<file path="config.mk">
export PLATFORM = sky130hd
export DESIGN_NAME = itc_cell
export DESIGN_NICKNAME = d
export VERILOG_FILES = /design/src/sv/itc_pkg.sv /design/src/sv/itc_cell.sv
export SDC_FILE = /design/constraint.sdc
export NUM_CORES = 1
export LEC_CHECK = 0
export BUFFER_PORTS_ARGS = -buffer_cell sky130_fd_sc_hd__buf_2
export CAP_MARGIN = 20
export CORE_AREA = 2 2 167 169
export DETAILED_ROUTE_END_ITERATION = 10
export DIE_AREA = 0 0 169 171
export MAX_ROUTING_LAYER = met4
export PLACE_DENSITY = 0.72
export SLEW_MARGIN = 0
export SYNTH_ARGS = -nofsm -noshare
export SYNTH_HDL_FRONTEND = slang
export SYNTH_SLANG_ARGS = --single-unit
</file>
<file path="constraint.sdc">
create_clock -name clock -period 9.7 [get_ports clock]
set_input_delay 1.455 -clock clock [delete_from_list [all_inputs] [get_ports clock]]
set_output_delay 1.455 -clock clock [all_outputs]
set_load 0.01 [all_outputs]
</file>
<file path="src/sv/itc_pkg.sv">
// Package for the interval table: status codes, modes, count limit, sequencer states and cell operations.
// No dependencies.
package itc_pkg;

   localparam logic [1:0] STATUS_DONE = 2'd0;
   localparam logic [1:0] STATUS_DUP  = 2'd1;
   localparam logic [1:0] STATUS_FULL = 2'd2;

   localparam logic MODE_ADD   = 1'b0;
   localparam logic MODE_QUERY = 1'b1;

   localparam logic [31:0] COUNT_MAX = 32'hFFFF_FFFF;

   typedef enum logic [2:0] {
      ST_IDLE,
      ST_FIND,
      ST_INSERT,
      ST_MERGE,
      ST_DONE
   } state_type;

   typedef enum logic [1:0] {
      OP_HOLD,
      OP_INSERT,
      OP_MERGE
   } op_type;

endpackage

</file>
<file path="src/sv/itc_cell.sv">
// One table cell: holds a single interval and takes its neighbor's value on shifts.
// Depends on itc_pkg.
module itc_cell import itc_pkg::*; #(
   parameter int TIME_BITS = 32
) (
   input  logic                 clock,
   input  op_type               op,
   input  logic [TIME_BITS-1:0] key,
   input  logic                 ins_here,
   input  logic                 merge_here,
   input  logic                 take_next,
   input  logic                 take_prev,
   input  logic [TIME_BITS-1:0] new_start,
   input  logic [TIME_BITS:0]   new_length,
   input  logic [31:0]          new_count,
   input  logic [TIME_BITS-1:0] prev_start,
   input  logic [TIME_BITS:0]   prev_length,
   input  logic [31:0]          prev_count,
   input  logic [TIME_BITS-1:0] next_start,
   input  logic [TIME_BITS:0]   next_length,
   input  logic [31:0]          next_count,
   output logic [TIME_BITS-1:0] start,
   output logic [TIME_BITS:0]   length,
   output logic [31:0]          count,
   output logic                 lt_key,
   output logic                 le_key,
   output logic                 eq_key,
   output logic                 touch
);
   logic [TIME_BITS-1:0] start_ff, start_in;
   logic [TIME_BITS:0]   length_ff, length_in;
   logic [31:0]          count_ff, count_in;
   logic [32:0]          sum;

   assign sum = {1'b0, count_ff} + {1'b0, next_count};

   always_comb begin
      start_in  = start_ff;
      length_in = length_ff;
      count_in  = count_ff;
      unique case (op)
         OP_INSERT: begin
            if (ins_here) begin
               start_in  = new_start;
               length_in = new_length;
               count_in  = new_count;
            end else if (take_prev) begin
               start_in  = prev_start;
               length_in = prev_length;
               count_in  = prev_count;
            end
         end
         OP_MERGE: begin
            if (merge_here) begin
               length_in = length_ff + next_length;
               count_in  = sum[32] ? COUNT_MAX : sum[31:0];
            end else if (take_next) begin
               start_in  = next_start;
               length_in = next_length;
               count_in  = next_count;
            end
         end
         default: ;
      endcase
   end

   always_ff @(posedge clock) begin
      start_ff  <= start_in;
      length_ff <= length_in;
      count_ff  <= count_in;
   end

   assign start  = start_ff;
   assign length = length_ff;
   assign count  = count_ff;
   assign lt_key = start_ff < key;
   assign le_key = start_ff <= key;
   assign eq_key = start_ff == key;
   assign touch  = ({1'b0, start_ff} + length_ff) == {1'b0, next_start};
endmodule

</file>
==> impl_metrics.env <==
export IMPL_outcome="complete, no violations"
export IMPL_timing_hold_ws_ns=0.740
export IMPL_via_per_inst=5.75
export IMPL_ant_nets=0
export IMPL_start_kind="input port"
export IMPL_crit_path_end_kind="output pin"
export IMPL_crit_chain="buf_2 -> xor2_1 -> nor3b_1 -> a2111oi_0 -> nand4_1 -> nor4_1 -> nand4_1 -> nor4_1 -> and4_1 -> buf_2"
export IMPL_grt_pass1_wl_um=61000
export IMPL_tightest_slew_ns=1.05
export IMPL_path_delay_family="simple AND/OR/NAND/NOR gates"
export IMPL_period_share_pct=54.8
export IMPL_cap_violations=0
export IMPL_num_io_pins=431
export IMPL_muxShareOfSynthArea_pct=8.72
export IMPL_fin_util_pct=52.5
export IMPL_slowest_delay_ns=0.47
export IMPL_synth_nets=1809
export IMPL_drive_gt1_share_pct=27.6
export IMPL_syn_inst=1348
export IMPL_port_buffers=430
export IMPL_synth_top_family_by_area="compound AO/OA/AOI/OAI gates"
export IMPL_fin_skew_ns=0.0163
export IMPL_cpMaxStageDelayCell="a2111oi_0"
export IMPL_postCtsHoldBufs=0
export IMPL_period_minus_slack_ns=5.32
export IMPL_worstSetupPathDepth=10
export IMPL_critPathKind="input port to output pin"
export IMPL_cts_setup_buffers=0
export IMPL_max_freq_ghz=0.188
export IMPL_first_iter_violations=632
export IMPL_finalSetupTns_ns=0
export IMPL_grt_usage_pct=27.9
export IMPL_synth_xor_area_share_pct=7.02
export IMPL_r2r_worst_path_cells=13
export IMPL_cts_buffers=9
export IMPL_totalWireLength_um=41400
export IMPL_core_area_um2=27300
export IMPL_cts_tree="yes"
export IMPL_htree_levels=3
export IMPL_leakage_uw=0.00675
export IMPL_clock_latency_ns=0.36
export IMPL_drv_slew=0
export IMPL_final_common_cell="buf_2"
export IMPL_p_per_area_nw_per_um2=125
export IMPL_die_width_um=169
export IMPL_critPathRequiredTime_ns=8.25
export IMPL_synth_fa_ha_area_share_pct=14.3
export IMPL_ys_seq_area_share_pct=25.1
export IMPL_relSlewSlack_pct=30.2
export IMPL_worstPathArrival_ns=3.86
export IMPL_finalNetCount=2198
export IMPL_antenna_found_initial=11
export IMPL_synth_simple_area_share_pct=14.0
export IMPL_synth_distinct_cells=66
export IMPL_clock_root_buffer="clkbuf_16"
export IMPL_rows=61
export IMPL_cp_max_fo=5
export IMPL_mostFrequentLayoutCells="428 x buf_2, 164 x a21oi_1, 128 x ha_1"
export IMPL_dieArea_um2=28900
export IMPL_synth_seq_cells=97
export IMPL_synth_top_cell_by_area="edfxtp_1"
export IMPL_start_util_pct=42.4
export IMPL_synthesis_area_um2=11600
export IMPL_area_growth_pct=23.7
export IMPL_avgSynthCellArea_um2=8.60
export IMPL_post_cts_resized=0
export IMPL_clk_pin_slew_ns=0.07
export IMPL_synth_area_leaders="edfxtp_1 25%, ha_1 14%, mux2i_1 8.7%, a21oi_1 7.1%, xnor2_1 4.2%"
export IMPL_detailroute_via_count=12100
export IMPL_final_hold_violation_count=0
export IMPL_crit_buf_inv=2
export IMPL_fp_dieH_um=171
export IMPL_worst_hold_path_num_cells=3
export IMPL_synth_edf_count=97
export IMPL_async_flop_share_pct=0
export IMPL_yosys_warnings=0
export IMPL_rsz0062_at_grt="no"
export IMPL_wire_per_inst_um=19.7
export IMPL_grt_max_degree=104
export IMPL_clk_path_buf_depth=2
export IMPL_dp_hpwl_um=33800
export IMPL_cts_sink_count=97
export IMPL_synth_compound_area_share_pct=26.8
export IMPL_firstDrtPassIters=5
export IMPL_nFillCells=2650
export IMPL_hold_class="flip-flop to flip-flop"
export IMPL_routabilityCongestion=0.933
export IMPL_gr_total_overflow=0
export IMPL_route_detailed_drc=0
export IMPL_ir_drop_uv=71.4
export IMPL_yosysTopAreaCellShare_pct=25.1
export IMPL_setup_viol=0
export IMPL_grt_pass1_vias=11500
export IMPL_synth_ff_type="edfxtp_1"
==> sequential cells by signal (all words and copies together), names as in the netlist <==
signal and cells:
length 33, count 32, start 32
==> report_power, final <==
part | leakage, uW | switching, uW | internal [uW]
Clock | 0.000127 | 185 | 174
Combinational | 0.00571 | 505 | 374
Sequential | 0.000923 | 42.6 | 514
Total | 0.00675 | 733 | 1060
==> worst min-delay path: cells and delay by family (launching register included) <==
kind | cells | cell delay [ns]
compound gates | 2 | 0.16
fa+ha+maj | 1 | 0.12
flops | 1 | 0.35
==> area by class of cell <==
type                            instances  area, um2  share of cell area [%]
Multi-Input combinational cell       1130       8240                    57.4
Sequential cell                        97       2910                    20.3
Timing Repair Buffer                  438       2240                    15.6
Tap cell                              346        433                    3.02
Inverter                               61        229                    1.60
Clock buffer                            9        225                    1.57
Clock inverter                          7       45.0                   0.314
Antenna cell                           11       27.5                   0.192
==> kinds of logic (layout without fill, tap and decap cells) <==
kind of cell	count (synthesis)	count (layout)
adder cells (fa/ha/maj)	131	131
AO/OA/AOI/OAI	475	475
flip-flops	97	97
buffers and inverters	121	515
AND/OR/NAND/NOR	330	330
other	0	11
XOR/XNOR	93	93
multiplexers	101	101
==> worst paths after layout <==
path | endpoint | startpoint | slack (ns)
max reg2reg | count[28] | count[0] | 5.82
min | count[0] | count[0] | 0.74
min reg2reg | count[0] | count[0] | 0.74
max | touch | next_start[24] | 4.38
==> stage by stage <==
step	worst slack, ns	instance area, um2	instances	power (uW)
after floorplan	2.47	11600	1348	1150
after global placement	4.48	14000	2071	1420
after detailed placement	4.50	14100	2072	1430
after CTS	4.45	14300	2088	1800
after global routing	4.14	14400	2099	1910
final	4.38	14400	2099	1800
==> synthesized netlist by cell type (31+ instances only) <==
| cell | count |
|---|---|
| a21o_1 | 56 |
| a21oi_1 | 164 |
| clkbuf_1 | 44 |
| edfxtp_1 | 97 |
| ha_1 | 128 |
| inv_1 | 60 |
| mux2i_1 | 101 |
| nand2_1 | 73 |
| nand4_1 | 31 |
| nor2_1 | 91 |
| nor2b_1 | 37 |
| o21ai_0 | 70 |
| xnor2_1 | 55 |
| xor2_1 | 38 |
==> per-layer routing <==
metal  routed length, um  vias to the layer above  global-route usage (%)
met2               20900                      480                    50.7
met4                 924                        0                    8.40
met3                2540                       47                    3.70
met5                   0                        -                       -
li1                    -                     5928                       -
met1               17000                     5620                    32.0
No activity file was read; power rests on OpenSTA's default activity.
